File: config.mk
export PLATFORM = sky130hd
export DESIGN_NAME = alignment_column_error_tally_core
export DESIGN_NICKNAME = d
export VERILOG_FILES = /design/src/design/acet_pkg.sv /design/src/design/alignment_column_error_tally_core.sv /design/src/design/acet_classify.sv /design/src/design/acet_tally.sv
export SDC_FILE = /design/constraint.sdc
export NUM_CORES = 1
export LEC_CHECK = 0
export BUFFER_PORTS_ARGS = -buffer_cell sky130_fd_sc_hd__buf_4
export CAP_MARGIN = 15
export CORE_AREA = 10 10 226 228
export CTS_CLUSTER_DIAMETER = 80
export DETAILED_ROUTE_END_ITERATION = 10
export DIE_AREA = 0 0 236 238
export PLACE_DENSITY = 0.81
export SLEW_MARGIN = 0
export SYNTH_ARGS = -nofsm -noshare
export SYNTH_HDL_FRONTEND = slang
export SYNTH_SLANG_ARGS = --single-unit
export TNS_END_PERCENT = 5
File: constraint.sdc
create_clock -name i_clk -period 10.1 [get_ports i_clk]
set_clock_uncertainty 0.2 [all_clocks]
set_input_delay 0.505 -clock i_clk [delete_from_list [all_inputs] [get_ports i_clk]]
set_output_delay 0.505 -clock i_clk [all_outputs]
set_load 0.05 [all_outputs]
File: src/design/acet_pkg.sv
package acet_pkg;

    localparam int CharWidth     = 8;
    localparam int IndexWidth    = 16;
    localparam int CfgIndexWidth = 2;
    localparam int CfgDataWidth  = 16;
    localparam int NumTally      = 12;

    localparam logic [CharWidth-1:0]  GapChar   = 8'd45;
    localparam logic [CharWidth-1:0]  MatchChar = 8'd124;
    localparam logic [IndexWidth-1:0] IndexMax  = {IndexWidth{1'b1}};

    // tally slots, in result order
    localparam int TALLY_ERR     = 0;
    localparam int TALLY_HOMO    = 1;
    localparam int TALLY_MM      = 2;
    localparam int TALLY_INDEL   = 3;
    localparam int TALLY_DIFF    = 4;
    localparam int TALLY_MATCH   = 5;
    localparam int TALLY_REFLEN  = 6;
    localparam int TALLY_READLEN = 7;
    localparam int TALLY_RHOMO   = 8;
    localparam int TALLY_RMM     = 9;
    localparam int TALLY_RINS    = 10;
    localparam int TALLY_RDEL    = 11;

    typedef enum logic [CfgIndexWidth-1:0] {
        CFG_SLOP         = 2'd0,
        CFG_REGION_EN    = 2'd1,
        CFG_REGION_START = 2'd2,
        CFG_REGION_STOP  = 2'd3
    } t_cfg_reg;

    typedef struct packed {
        logic [IndexWidth-1:0] slop;
        logic                  region_en;
        logic [IndexWidth-1:0] region_start;
        logic [IndexWidth-1:0] region_stop;
    } t_cfg;

    typedef logic [NumTally-1:0] t_hits;

endpackage

File: src/design/alignment_column_error_tally_core.sv
// Alignment column error tally. Feed one padded alignment column per word
// (reference, read and match characters, tlast on the final column); one word
// of twelve saturating counters comes out per alignment, on the final column.
// A column is accepted every cycle, except that a final column waits in the
// input register while the previous result word is still unread. The input
// register holds each column; the classifiers for the held and final columns
// and the counter adders then form one combinational pass into the result
// register, which the final column loads once it leaves the input register.
// Counters saturate at 2**COUNT_WIDTH - 1; column indexes stop at 65535. Write
// the configuration registers only between alignments.
module alignment_column_error_tally_core
    import acet_pkg::*;
#(
    parameter int COUNT_WIDTH = 16,
    localparam int OutBits = ((NumTally * COUNT_WIDTH + 7) / 8) * 8
) (
    input  logic                     i_clk,
    input  logic                     i_rst_n,
    input  logic                     i_s_tvalid,
    output logic                     o_s_tready,
    input  logic [23:0]              i_s_tdata,  // ref_char, read_char, match_char
    input  logic                     i_s_tlast,  // last_column
    output logic                     o_m_tvalid,
    input  logic                     i_m_tready,
    // error, homopolymer, mismatch, indel, total_diff, match, reference_length,
    // read_length, region_homopolymer, region_mismatch, region_insertion,
    // region_deletion counts, zero padded
    output logic [OutBits-1:0]       o_m_tdata,
    input  logic                     i_cfg_valid,
    output logic                     o_cfg_ready,
    input  logic [CfgIndexWidth-1:0] i_cfg_index,
    input  logic [CfgDataWidth-1:0]  i_cfg_data
);

    t_cfg r_cfg;

    logic                  r_in_valid, r_in_last;
    logic [CharWidth-1:0]  r_in_ref, r_in_read, r_in_match;

    logic                  r_held_valid, r_prev_valid;
    logic [CharWidth-1:0]  r_held_ref, r_held_read, r_held_match;
    logic [CharWidth-1:0]  r_prev_ref, r_prev_read;
    logic [IndexWidth-1:0] r_col_index, n_col_index;

    logic                  r_out_valid;
    logic [OutBits-1:0]    r_out_data, n_out_data;

    logic                  advance;
    t_hits                 hits_a, hits_b;
    logic [COUNT_WIDTH-1:0] tally_next [NumTally];

    assign o_cfg_ready = 1'b1;

    always_ff @(posedge i_clk) begin
        if (!i_rst_n) begin
            r_cfg <= '0;
        end else if (i_cfg_valid) begin
            case (t_cfg_reg'(i_cfg_index))
                CFG_SLOP:         r_cfg.slop         <= i_cfg_data;
                CFG_REGION_EN:    r_cfg.region_en    <= i_cfg_data[0];
                CFG_REGION_START: r_cfg.region_start <= i_cfg_data;
                CFG_REGION_STOP:  r_cfg.region_stop  <= i_cfg_data;
                default: ;
            endcase
        end
    end

    // stall only a final column whose result would overwrite a pending word
    assign advance    = r_in_valid && (!r_in_last || !r_out_valid || i_m_tready);
    assign o_s_tready = !r_in_valid || advance;

    always_ff @(posedge i_clk) begin
        if (!i_rst_n) begin
            r_in_valid <= 1'b0;
        end else if (o_s_tready) begin
            r_in_valid <= i_s_tvalid;
        end
    end

    always_ff @(posedge i_clk) begin
        if (o_s_tready && i_s_tvalid) begin
            r_in_ref   <= i_s_tdata[7:0];
            r_in_read  <= i_s_tdata[15:8];
            r_in_match <= i_s_tdata[23:16];
            r_in_last  <= i_s_tlast;
        end
    end

    // held column, now that its right neighbour is known
    acet_classify u_class_held (
        .i_en        (r_held_valid),
        .i_cfg       (r_cfg),
        .i_ref       (r_held_ref),
        .i_read      (r_held_read),
        .i_match     (r_held_match),
        .i_index     (r_col_index),
        .i_has_prev  (r_prev_valid),
        .i_prev_ref  (r_prev_ref),
        .i_prev_read (r_prev_read),
        .i_has_next  (1'b1),
        .i_next_ref  (r_in_ref),
        .i_next_read (r_in_read),
        .o_hits      (hits_a)
    );

    always_comb begin
        n_col_index = r_col_index;
        if (r_held_valid && r_col_index != IndexMax) begin
            n_col_index = r_col_index + 1'b1;
        end
    end

    // final column, no right neighbour
    acet_classify u_class_last (
        .i_en        (r_in_last),
        .i_cfg       (r_cfg),
        .i_ref       (r_in_ref),
        .i_read      (r_in_read),
        .i_match     (r_in_match),
        .i_index     (n_col_index),
        .i_has_prev  (r_held_valid),
        .i_prev_ref  (r_held_ref),
        .i_prev_read (r_held_read),
        .i_has_next  (1'b0),
        .i_next_ref  (r_in_ref),
        .i_next_read (r_in_read),
        .o_hits      (hits_b)
    );

    acet_tally #(
        .COUNT_WIDTH (COUNT_WIDTH)
    ) u_tally (
        .i_clk    (i_clk),
        .i_rst_n  (i_rst_n),
        .i_adv    (advance),
        .i_clear  (r_in_last),
        .i_hits_a (hits_a),
        .i_hits_b (hits_b),
        .o_next   (tally_next)
    );

    always_ff @(posedge i_clk) begin
        if (!i_rst_n) begin
            r_held_valid <= 1'b0;
            r_prev_valid <= 1'b0;
            r_col_index  <= '0;
        end else if (advance) begin
            if (r_in_last) begin
                r_held_valid <= 1'b0;
                r_prev_valid <= 1'b0;
                r_col_index  <= '0;
            end else begin
                r_held_valid <= 1'b1;
                r_prev_valid <= r_held_valid;
                r_col_index  <= n_col_index;
            end
        end
    end

    always_ff @(posedge i_clk) begin
        if (advance) begin
            r_prev_ref   <= r_held_ref;
            r_prev_read  <= r_held_read;
            r_held_ref   <= r_in_ref;
            r_held_read  <= r_in_read;
            r_held_match <= r_in_match;
        end
    end

    always_comb begin
        n_out_data = '0;
        for (int k = 0; k < NumTally; k++) begin
            n_out_data[k*COUNT_WIDTH +: COUNT_WIDTH] = tally_next[k];
        end
    end

    always_ff @(posedge i_clk) begin
        if (!i_rst_n) begin
            r_out_valid <= 1'b0;
        end else if (advance && r_in_last) begin
            r_out_valid <= 1'b1;
        end else if (i_m_tready) begin
            r_out_valid <= 1'b0;
        end
    end

    always_ff @(posedge i_clk) begin
        if (advance && r_in_last) begin
            r_out_data <= n_out_data;
        end
    end

    assign o_m_tvalid = r_out_valid;
    assign o_m_tdata  = r_out_data;

    a_prev_needs_held: assert property (@(posedge i_clk) disable iff (!i_rst_n)
        r_prev_valid |-> r_held_valid)
        else $error("prev column valid without a held column");

    a_index_needs_prev: assert property (@(posedge i_clk) disable iff (!i_rst_n)
        (r_col_index != '0) |-> r_prev_valid)
        else $error("column index advanced without a previous column");

    a_last_clears: assert property (@(posedge i_clk) disable iff (!i_rst_n)
        (advance && r_in_last) |=> (!r_held_valid && r_col_index == '0 && r_out_valid))
        else $error("final column did not clear state and post a result");

    a_no_overwrite: assert property (@(posedge i_clk) disable iff (!i_rst_n)
        (r_out_valid && !i_m_tready && r_in_valid && r_in_last) |-> !advance)
        else $error("pending result would be overwritten");

endmodule

File: src/design/acet_classify.sv
module acet_classify
    import acet_pkg::*;
(
    input  logic                  i_en,
    input  t_cfg                  i_cfg,
    input  logic [CharWidth-1:0]  i_ref,
    input  logic [CharWidth-1:0]  i_read,
    input  logic [CharWidth-1:0]  i_match,
    input  logic [IndexWidth-1:0] i_index,
    input  logic                  i_has_prev,
    input  logic [CharWidth-1:0]  i_prev_ref,
    input  logic [CharWidth-1:0]  i_prev_read,
    input  logic                  i_has_next,
    input  logic [CharWidth-1:0]  i_next_ref,
    input  logic [CharWidth-1:0]  i_next_read,
    output t_hits                 o_hits
);

    logic rgap, qgap, is_match, ref_side, read_side, in_slop, in_region;

    always_comb begin
        rgap      = (i_ref == GapChar);
        qgap      = (i_read == GapChar);
        is_match  = (i_match == MatchChar);
        ref_side  = (i_has_prev && i_prev_ref == i_ref) || (i_has_next && i_next_ref == i_ref);
        read_side = (i_has_prev && i_prev_read == i_read)
                    || (i_has_next && i_next_read == i_read);
        in_slop   = (i_index >= i_cfg.slop);
        in_region = i_cfg.region_en && (i_index >= i_cfg.region_start)
                    && (i_index <= i_cfg.region_stop);

        o_hits = '0;
        if (i_en) begin
            o_hits[TALLY_REFLEN]  = !rgap;
            o_hits[TALLY_READLEN] = !qgap;
            o_hits[TALLY_MATCH]   = is_match;
            o_hits[TALLY_DIFF]    = !is_match;
            if (!is_match && in_slop) begin
                o_hits[TALLY_ERR]   = 1'b1;
                o_hits[TALLY_HOMO]  = (!rgap && ref_side) || (!qgap && read_side);
                o_hits[TALLY_MM]    = !rgap && !qgap;
                o_hits[TALLY_INDEL] = rgap || qgap;
            end
            // region homopolymer test looks at the strand opposite the gap
            if (!is_match && in_region) begin
                o_hits[TALLY_RHOMO] = (rgap && read_side) || (qgap && ref_side);
                o_hits[TALLY_RMM]   = !rgap && !qgap;
                o_hits[TALLY_RINS]  = rgap && !qgap;
                o_hits[TALLY_RDEL]  = !rgap && qgap;
            end
        end
    end

endmodule

File: src/design/acet_tally.sv
module acet_tally
    import acet_pkg::*;
#(
    parameter int COUNT_WIDTH = 16
) (
    input  logic                   i_clk,
    input  logic                   i_rst_n,
    input  logic                   i_adv,
    input  logic                   i_clear,
    input  t_hits                  i_hits_a,
    input  t_hits                  i_hits_b,
    output logic [COUNT_WIDTH-1:0] o_next [NumTally]
);

    logic [COUNT_WIDTH-1:0] r_cnt [NumTally];
    logic [COUNT_WIDTH:0]   sum   [NumTally];

    always_comb begin
        for (int k = 0; k < NumTally; k++) begin
            sum[k] = {1'b0, r_cnt[k]} + {{COUNT_WIDTH{1'b0}}, i_hits_a[k]}
                     + {{COUNT_WIDTH{1'b0}}, i_hits_b[k]};
            // at most two steps past the top, so the carry bit flags overflow
            o_next[k] = sum[k][COUNT_WIDTH] ? {COUNT_WIDTH{1'b1}} : sum[k][COUNT_WIDTH-1:0];
        end
    end

    always_ff @(posedge i_clk) begin
        for (int k = 0; k < NumTally; k++) begin
            if (!i_rst_n) begin
                r_cnt[k] <= '0;
            end else if (i_adv) begin
                r_cnt[k] <= i_clear ? '0 : o_next[k];
            end
        end
    end

endmodule

---- After elaboration in Yosys (flattened, before gate mapping) ----
Memories as Yosys holds them, arrays and structs flattened.
Index checks and enable logic that the tools add are counted.
storage, ports and cells
  ROM bits ................................ 0
  memories kept ........................... 1
  output and inout bits ................... 195
  word-level logic and storage cells ...... 187
  latch bits .............................. 0
  input port bits ......................... 48
  register bits ........................... 326
  RAM bits ................................ 192
memories
  memory         words  bits a word  rd ports  clocked after memory_dff  wr ports  line              text
  u_tally.r_cnt  12     16           12        0                         12        acet_tally.sv:15  logic [COUNT_WIDTH-1:0] r_cnt [NumTally];
operators by class
  div/mod/pow operators ................... 0
  mux-type cells .......................... 52
  eq/ne operators ......................... 16
  $mul .................................... 0
  shift-type cells ........................ 0
  reduce and logical (&&, ||, !) cells .... 56
  magnitude comparators ................... 6
  bitwise gates (word level) .............. 12
  add/subtract/negate cells ............... 25
operators with widths
  operator               number
  $mux 16                38
  $add 16x1->17          12
  $add 17x1->17          12
  $ge 16x16->1           4
  $eq 8x8->1             6
  $eq 8x6->1 const B     4
  $le 16x16->1           2
  $logic_and 1x1->1      30
  $mux 12                2
  $add 16x1->16 const B  1
  $eq 8x7->1 const B     2
  $mux 4                 4
  $ne 16x16->1 const B   1
  $or 1x1->1             12
  $logic_or 1x1->1       11
  $logic_not 1->1        9
  $mux 1                 8
  $reduce_and 2->1       4
  $eq 2x2->1 const B     2
  $eq 2x1->1 const B     1
  $logic_not 2->1        1
  $reduce_bool 2->1      1

---- Depth between registers and ports, before layout ----
Gate-level depths: netlist of the first run.
  word-level depth ........................ 13
  depth in mapped cells ................... 22
  mapped depth without buffers ............ 20

---- Cells and area by module ----
Synthesis of the first run repeated with hierarchy kept, for this count alone.
second synthesis, totals
  cells, all modules ...................... 2,349
  area, all modules ....................... 26,683.1 µm²
modules (own cells, without submodules)
  module                             cells each  sequential area each (µm²)  area each (µm²)  instances
  acet_tally                         1,211       5,765.5                     12,365.6         1
  alignment_column_error_tally_core  662         9,098.7                     10,889.2         1
  acet_classify                      238         0.0                         1,714.1          2

---- Least setup slack after synthesis of the first run ----
OpenSTA, ideal clock, no wires.
  kind .................................... reg-to-reg
  from .................................... register r_out_valid, in the netlist o_m_tvalid
  to ...................................... register r_out_data[0], in the netlist o_m_tdata[0] (enable)
  data required time ...................... 9.151 ns
  arrival time ............................ 8.863 ns
  setup slack ............................. 0.288 ns
  cell stages (with the launch flop) ...... 5
  path through ............................ dfxtp_1 -> nor2b_1 -> nand2_1 -> nand2_1 -> nor2_1
on the way
  word-level cells in the longest chain between the ends .. 5
RTL lines
  item                           line                                      text
  start: declaration             alignment_column_error_tally_core.sv:45   logic r_out_valid;
  start signal: assignment       alignment_column_error_tally_core.sv:179  r_out_valid <= 1'b0;
  start signal: assignment       alignment_column_error_tally_core.sv:181  r_out_valid <= 1'b1;
  start signal: assignment       alignment_column_error_tally_core.sv:183  r_out_valid <= 1'b0;
  $logic_not 1->1                alignment_column_error_tally_core.sv:69   assign advance = r_in_valid && (!r_in_last || !r_out_valid || i_m_tready);
  $logic_or 1x1->1 (2 in a row)  alignment_column_error_tally_core.sv:69
  $logic_and 1x1->1              alignment_column_error_tally_core.sv:69
  $logic_and 1x1->1              alignment_column_error_tally_core.sv:188  if (advance && r_in_last) begin
  end signal: assignment         alignment_column_error_tally_core.sv:189  r_out_data <= n_out_data;
  end: declaration               alignment_column_error_tally_core.sv:46   logic [OutBits-1:0] r_out_data, n_out_data;
No other way between the ends.
A chain may end at the register's enable or synchronous reset.

==> impl_results.md, run 1 <==
* Async SR Flop Fraction at 0
* Final setup viols at 0
* Clock slew at reported path FFs at 60 ps
* Dpl hpwl at 41.7 mm
* Row count at 79
* Worst Setup End Kind: flop
* CTS root buffer: clkbuf_16
* 1st-iter DRT viols at 1365
* CORE AREA at 46400 µm²
* Drt total wl at 60.1 mm
* Synth Instances at 2133
* Clock Latency Late Sink at 620 ps
* Critical Path RT at 10360 ps
* Global-route wire length before repair at 94.4 mm
* IO Count at 243
* Crit path max-delay cell type: nand4_1
* Post-Syn Nets at 2302
* Drt wl/cell at 19.7 µm
* Die Span Y at 238 µm
* Initial antenna violation count at 0
* Seq/Total Area, Yosys at 0.597
* Drt first pass iters at 5
* Initial Utilization at 0.537
* Hold Path Class: input pin to flop
* Synth Flop Type: edfxtp_1
* Worst slew pin tran at 1130 ps
* CTS tree: yes
* Crit Path Category: flop to flop
* Fin. max-slew vios at 0
* H-tree depth at 2
* Via density at 5.71
* Final design area excluding fillers at 29500 µm²
* Fill cells at 3452
* CTS Buffer Depth at 3
* Largest net degree at the start of global routing at 111
* Share of layout cells above drive strength 1 at 0.159
* Top delay family on crit path: simple AND/OR/NAND/NOR gates
* RSZ-0062 raised after global routing: false
* DP Area at 27200 µm²
* Slowest stage delay, CP at 860 ps
* PD cells at 165 nW/µm²
* Max IR drop VDD at 147 µV
* Antenna violation net count after detailed routing at 0
* Setup_tns at 0 ps
* Synth Warn # at 0
* Clk sinks at 518
* Leakage power at 11.5 nW
* Avg Inst Size Synth at 11.7 µm²
* Cell Chain, Critical Path: and4_1, and4_1, a211oi_2, nand3_1, xnor2_1, ha_1, a21o_1, nand3_1, a21oi_1, a211oi_1, a21oi_1, nor4_1, fa_1, ha_1, nand4_1, nor2_1, nand4_1, nand2b_1, and2_1
* Finished Layout Cells at 3054
* Number of global-route vias before repair at 17200
* Startpoint type of the worst setup path: flop
* Fin crit share at 0.637
* Worst Path Arrival at 6690 ps
* IO buf count at 241
* Cts bufs inserted at 54
* Post-synth EDFFs at 449
* Post-synthesis register bit count at 518
* Post-Place Cells at 2915
* Final nets at 2577
* MaxCap Viol Count at 0
* Global Route Usage Sum at 0.207
* Max_slew headroom at 0.249
* Commonest non-fill, non-tap cell in the layout: edfxtp_1
* Antenna diode count at 0
* Total Power at 0.00486 W
* Run status: finished clean
* Post-synthesis cell type count at 71
* DRC at 0
* Final hold violation count at 0
* Commonest non-fill, non-tap cells in the layout: edfxtp_1, nand2_1, buf_4
* Cell Area, Synth at 24900 µm²
* GP Congestion at 0.909
* Area delta synth->final at 18.3%
* Area of the die at 56200 µm²
* Grt ovf at 0
* Routed vias at 17400
* Die Wd at 236 µm
* Fmax at 156 MHz
* Crit-path max FO at 24
* Tmin final at 6430 ps
* Worst path bufs/invs at 0
## state kept, by name, indices dropped and copies added (netlist names), 8 cells and up
signal	cells
u_tally.r_cnt	192
r_held_ref	8
r_prev_ref	8
r_prev_read	8
r_held_read	8
o_m_tdata	192
r_in_read	8
r_in_ref	8
r_cfg	49
r_col_index	16
r_in_match	8
r_held_match	8
## Yosys cell counts, types with 17 or more instances
library cell  number  share of area
nand2_1          346          0.052
a21boi_0          54          0.016
a21oi_1          177          0.036
nand2b_1          30         0.0075
nor2_1            65         0.0098
mux2_2            22          0.010
xnor2_1           62          0.022
and4_1            17         0.0060
and2_1            58          0.015
edfxtp_1         449           0.54
clkbuf_1          61         0.0092
inv_1             90          0.014
nor3_1            18         0.0036
nand4_1           44          0.011
nor2b_1           21         0.0053
ha_1             109          0.055
and3_1            31         0.0078
o21ai_0           31         0.0062
nand3_1          105          0.021
xor2_1           107          0.038
dfxtp_1           69          0.055
## tightest hold or removal path, stage by stage
cell and delay (ps):
buf_4 110, nor2_1 70, nand2_1 60, a21boi_0 60
## worst paths after layout
kind	start	endpoint	slack (ps)	depth (start not counted)
worst max-delay path	r_col_index[12]	u_tally.r_cnt[2][32]	3670	19
worst min-delay path	i_cfg_index[0]	r_cfg[18]	60	4
worst max register to register	r_col_index[12]	u_tally.r_cnt[2][32]	3670	19
worst min register to register	r_in_match[7]	r_held_match[7]	260	0
## stage by stage
stage               utilization  hold slack [ps]  worst slack [ps]
global placement          0.588              230              3880
detailed placement        0.588              239              3720
finish                    0.635             64.8              3670
floorplan                     -              218               288
CTS                       0.634             48.1              3710
global route              0.635             79.3              3050
## cells by family (layout without fill, tap and decap cells)
| kind of cell | count (synthesis) | in the layout | share of synthesized area |
|---|---|---|---|
| xor gates and xnor gates | 169 | 169 | 0.0595 |
| other | 1 | 1 | 0.000151 |
| DFF | 518 | 518 | 0.597 |
| muxes | 27 | 27 | 0.0120 |
| AOI/OAI and AO/OA | 343 | 343 | 0.0839 |
| and+or+nand+nor | 790 | 790 | 0.157 |
| adders and majority gates | 121 | 121 | 0.0644 |
| buffers and inverters | 164 | 478 | 0.0262 |
## area by class of cell
class | instances | area [µm²] | area share
inverters | 90 | 345 | 0.0117
well taps | 607 | 759 | 0.0258
repair buffers | 293 | 2330 | 0.0793
flip-flops and latches | 518 | 14900 | 0.505
clock buffers | 64 | 1410 | 0.0479
multi-input cells | 1451 | 9410 | 0.320
clock inverters | 31 | 330 | 0.0112
## repair_timing
item,in CTS,in global routing
hold endpoints to repair,74,0
gates resized for setup,0,0
setup buffers,0,0
hold buffers,41,0
## routing by layer
layer	global-route usage	wire length [µm]	up-vias
met4	0.0746	1920	0
met3	0.0427	3510	109
met1	0.259	24900	8494
li1	-	-	8263
met5	0	0	-
met2	0.349	29800	559
## power by group
group	switching, W	total (W)	internal [W]
logic	0.000256	0.000384	0.000128
registers	0.0000676	0.00249	0.00243
clock network	0.000828	0.00198	0.00115
Power figures use the tool's default switching activity.
==> inputs of run 2 (changes only) <==
--- a/config.mk
+++ b/config.mk
@@ -5,13 +5,14 @@
 export SDC_FILE = /design/constraint.sdc
 export NUM_CORES = 1
 export LEC_CHECK = 0
+export ABC_AREA = 1
 export BUFFER_PORTS_ARGS = -buffer_cell sky130_fd_sc_hd__buf_4
 export CAP_MARGIN = 15
-export CORE_AREA = 10 10 226 228
+export CORE_AREA = 10 10 221 223
 export CTS_CLUSTER_DIAMETER = 80
 export DETAILED_ROUTE_END_ITERATION = 10
-export DIE_AREA = 0 0 236 238
-export PLACE_DENSITY = 0.81
+export DIE_AREA = 0 0 231 233
+export PLACE_DENSITY = 0.85
 export SLEW_MARGIN = 0
 export SYNTH_ARGS = -nofsm -noshare
 export SYNTH_HDL_FRONTEND = slang
==> constraint.sdc (replaced) <==
create_clock -name i_clk -period 6.7 [get_ports i_clk]
set_clock_uncertainty 0.2 [all_clocks]
set_input_delay 0.335 -clock i_clk [delete_from_list [all_inputs] [get_ports i_clk]]
set_output_delay 0.335 -clock i_clk [all_outputs]
set_load 0.05 [all_outputs]
==> run 2 against run 1 <==
  * The flow now finishes with violations (slew limit)
  * Final cell count grew 19%
  * Global-route usage up 3.7 points
  * Synthesized cell count up 27%
  * Largest cell class unchanged
  * Hold slack gained 180 ps
  * Combinational power increased by 100%
  * Register-to-register slack got worse by 2900 ps
  * Core utilization rose by 6.4 points
  * Largest power group unchanged
  * Critical endpoint is now u_tally.r_cnt[0][13]
==> impl_results.md, run 2 <==
* Run status: finished with violations
* Failing checks: slew limit
* Final setup viols at 0
* Fmax at 170 MHz
* Die Wd at 231 µm
* Antenna violation net count after detailed routing at 0
* Drt total wl at 66.7 mm
* Final design area excluding fillers at 30900 µm²
* Tmin final at 5880 ps
* CTS Hold Bufs at 57
* Post-synthesis register bit count at 518
* Hold Path Class: flop to flop
* PD cells at 246 nW/µm²
* 1st-iter DRT viols at 2034
* Clk sinks at 518
* Drt first pass iters at 8
* FF-to-FF path depth at 26
* Clock slew at reported path FFs at 60 ps
* Post-Place Cells at 3478
* Commonest non-fill, non-tap cell in the layout: nand2_1
* Finished Layout Cells at 3632
* Global Route Usage Sum at 0.243
* Initial Utilization at 0.594
* RSZ-0062 raised after global routing: false
* Worst Setup End Kind: flop
* Area of the die at 53800 µm²
* Reg-to-reg endpoint: u_tally.r_cnt[0][13]
* Most frequent cells after synthesis: nand2_1, edfxtp_1, inv_1
* Most common cell in the synthesized netlist: nand2_1
* IO buf count at 241
* Synth Flop Type: edfxtp_1
* Area delta synth->final at 17.7%
* Seq/Total Area, Yosys at 0.567
* GP Congestion at 0.927
* Initial antenna violation count at 0
* RR Startpoint: r_col_index[1]
* CORE AREA at 44100 µm²
* Dpl hpwl at 45.5 mm
* Synth Instances at 2708
* Grt ovf at 0
* Largest cells by area after synthesis: edfxtp_1, nand2_1, inv_1
* Total Power at 0.00760 W
* Max_slew headroom at -0.00774
* Leakage power at 13.3 nW
* Crit Path Category: flop to flop
* Fin. max-slew vios at 21
* Post-synthesis cell type count at 45
* Final hold violation count at 0
* Worst setup path start: r_col_index[1]
* IO Count at 243
* DRC at 0
* Commonest non-fill, non-tap cells in the layout: nand2_1, edfxtp_1, inv_1
* Clock Latency Late Sink at 620 ps
* H-tree depth at 2
* Worst Path Arrival at 6180 ps
* Cts bufs inserted at 53
* CTS tree: yes
* Setup_tns at 0 ps
* Post-synth EDFFs at 449
* Routed vias at 20300
* Post-CTS Setup Inserts at 0
* Async SR Flop Fraction at 0
* Antenna diode count at 0
* Drt wl/cell at 18.4 µm
* Cell Area, Synth at 26200 µm²
* Die Span Y at 233 µm
* Worst Slack Setup Final at 816 ps
* Number of global-route vias before repair at 20100
* Worst slew pin tran at 1510 ps
* Post-Syn Nets at 2877
* Final nets at 3167
* MaxCap Viol Count at 0
* Yosys top cell area share at 0.514
* Crit-path max FO at 25
* CTS Buffer Depth at 3
* Global-route wire length before repair at 106 mm
* Critical Path RT at 6990 ps
* Flop-to-flop setup slack at 820 ps
* DP Area at 28500 µm²
* Via density at 5.58
* Fill cells at 3088
* CTS root buffer: clkbuf_16
* Place WS at 1030 ps
* Max IR drop VDD at 231 µV
* CTS resizes at 0
* Fin crit share at 0.878
* Startpoint type of the worst setup path: flop
* CP endpoint: u_tally.r_cnt[0][13]
* Synth Warn # at 0
* Avg Inst Size Synth at 9.68 µm²
* Post-synth top area cell: edfxtp_1
* Row count at 77
* Largest net degree at the start of global routing at 196
* Share of layout cells above drive strength 1 at 0.134
==> run 2: cell count changes after synthesis, sizes merged, moves of 32 or more <==
| cell | delta |
|---|---|
| xor2 | -45 |
| inv | +308 |
| nor3 | +48 |
| and3 | -32 |
| nand2 | +272 |
| a21boi | -55 |
| o21ai | +61 |
| and2 | -50 |
| a21oi | +48 |
| nor2 | +106 |
| nand3 | +76 |
==> run 2: how the worst min path moves through the flow <==
stage | start | to | slack, ps | cells past startpoint
2_1_floorplan | r_in_match[1] | r_held_match[1] | 220 | 0
3_3_place_gp | r_in_match[0] | r_held_match[0] | 230 | 0
3_5_place_dp | r_in_match[1] | r_held_match[1] | 230 | 0
4_1_cts | i_s_tdata[11] | r_in_read[3] | 230 | 2
5_1_grt | i_s_tdata[16] | r_in_match[0] | 260 | 2
6_report | r_in_match[1] | r_held_match[1] | 240 | 0
==> run 2: kinds of logic after synthesis <==
kind of cell | count (synthesis) | share of synthesized area
XOR/XNOR | 112 | 0.0374
AO/OA/AOI/OAI | 341 | 0.0664
AND/OR/NAND/NOR | 1148 | 0.197
buffers and inverters | 467 | 0.0706
flip-flops | 518 | 0.567
other | 1 | 0.000143
adder cells (fa/ha/maj) | 121 | 0.0612
==> run 2: worst max-delay path, stage by stage (launching register included) <==
cell and delay (ps):
dfxtp_1 480, ha_1 290, nand3_4 120, nor2_4 180, nand3_4 100, nand2_4 210, inv_4 150, a21oi_1 350
ha_1 200, nand2_1 70, inv_1 50, nand3_1 80, nor3_1 240, nand3_1 140, nand3_1 120, nand2_1 200
fa_1 500, inv_1 80, ha_1 190, nand3_1 160, nor2_2 170, nand3_2 130, inv_1 80, nand3b_1 640
nand3b_1 420, nand2_1 120, inv_1 70
==> run 2: through the flow <==
step	hold slack, ps	utilization
final	241	0.699
after global routing	256	0.699
after CTS	232	0.699
after detailed placement	229	0.646
after global placement	230	0.646
after floorplan	219	-
==> run 2: cell type report <==
type / count / area, µm² / area share
Sequential cell: 518 / 14900 / 0.482
Multi-Input combinational cell: 1723 / 9520 / 0.309
Timing Repair Buffer: 303 / 2430 / 0.0788
Inverter: 399 / 1510 / 0.0489
Clock buffer: 62 / 1400 / 0.0454
Tap cell: 592 / 741 / 0.0240
Clock inverter: 35 / 390 / 0.0127
==> run 2: per-layer routing <==
layer | wire length [µm] | vias to the layer above | GRT usage | part of all wire
li1 | - | 9654 | - | -
met1 | 26300 | 9535 | 0.297 | 0.39
met2 | 33200 | 913 | 0.418 | 0.50
met3 | 5040 | 163 | 0.0510 | 0.076
met4 | 2110 | 0 | 0.0923 | 0.032
met5 | 0 | - | 0 | 0
==> run 2: report_power, final <==
group | internal, W | switching [W] | total, W
clock network | 0.00178 | 0.00126 | 0.00304
registers | 0.00367 | 0.000103 | 0.00378
logic | 0.000244 | 0.000540 | 0.000784
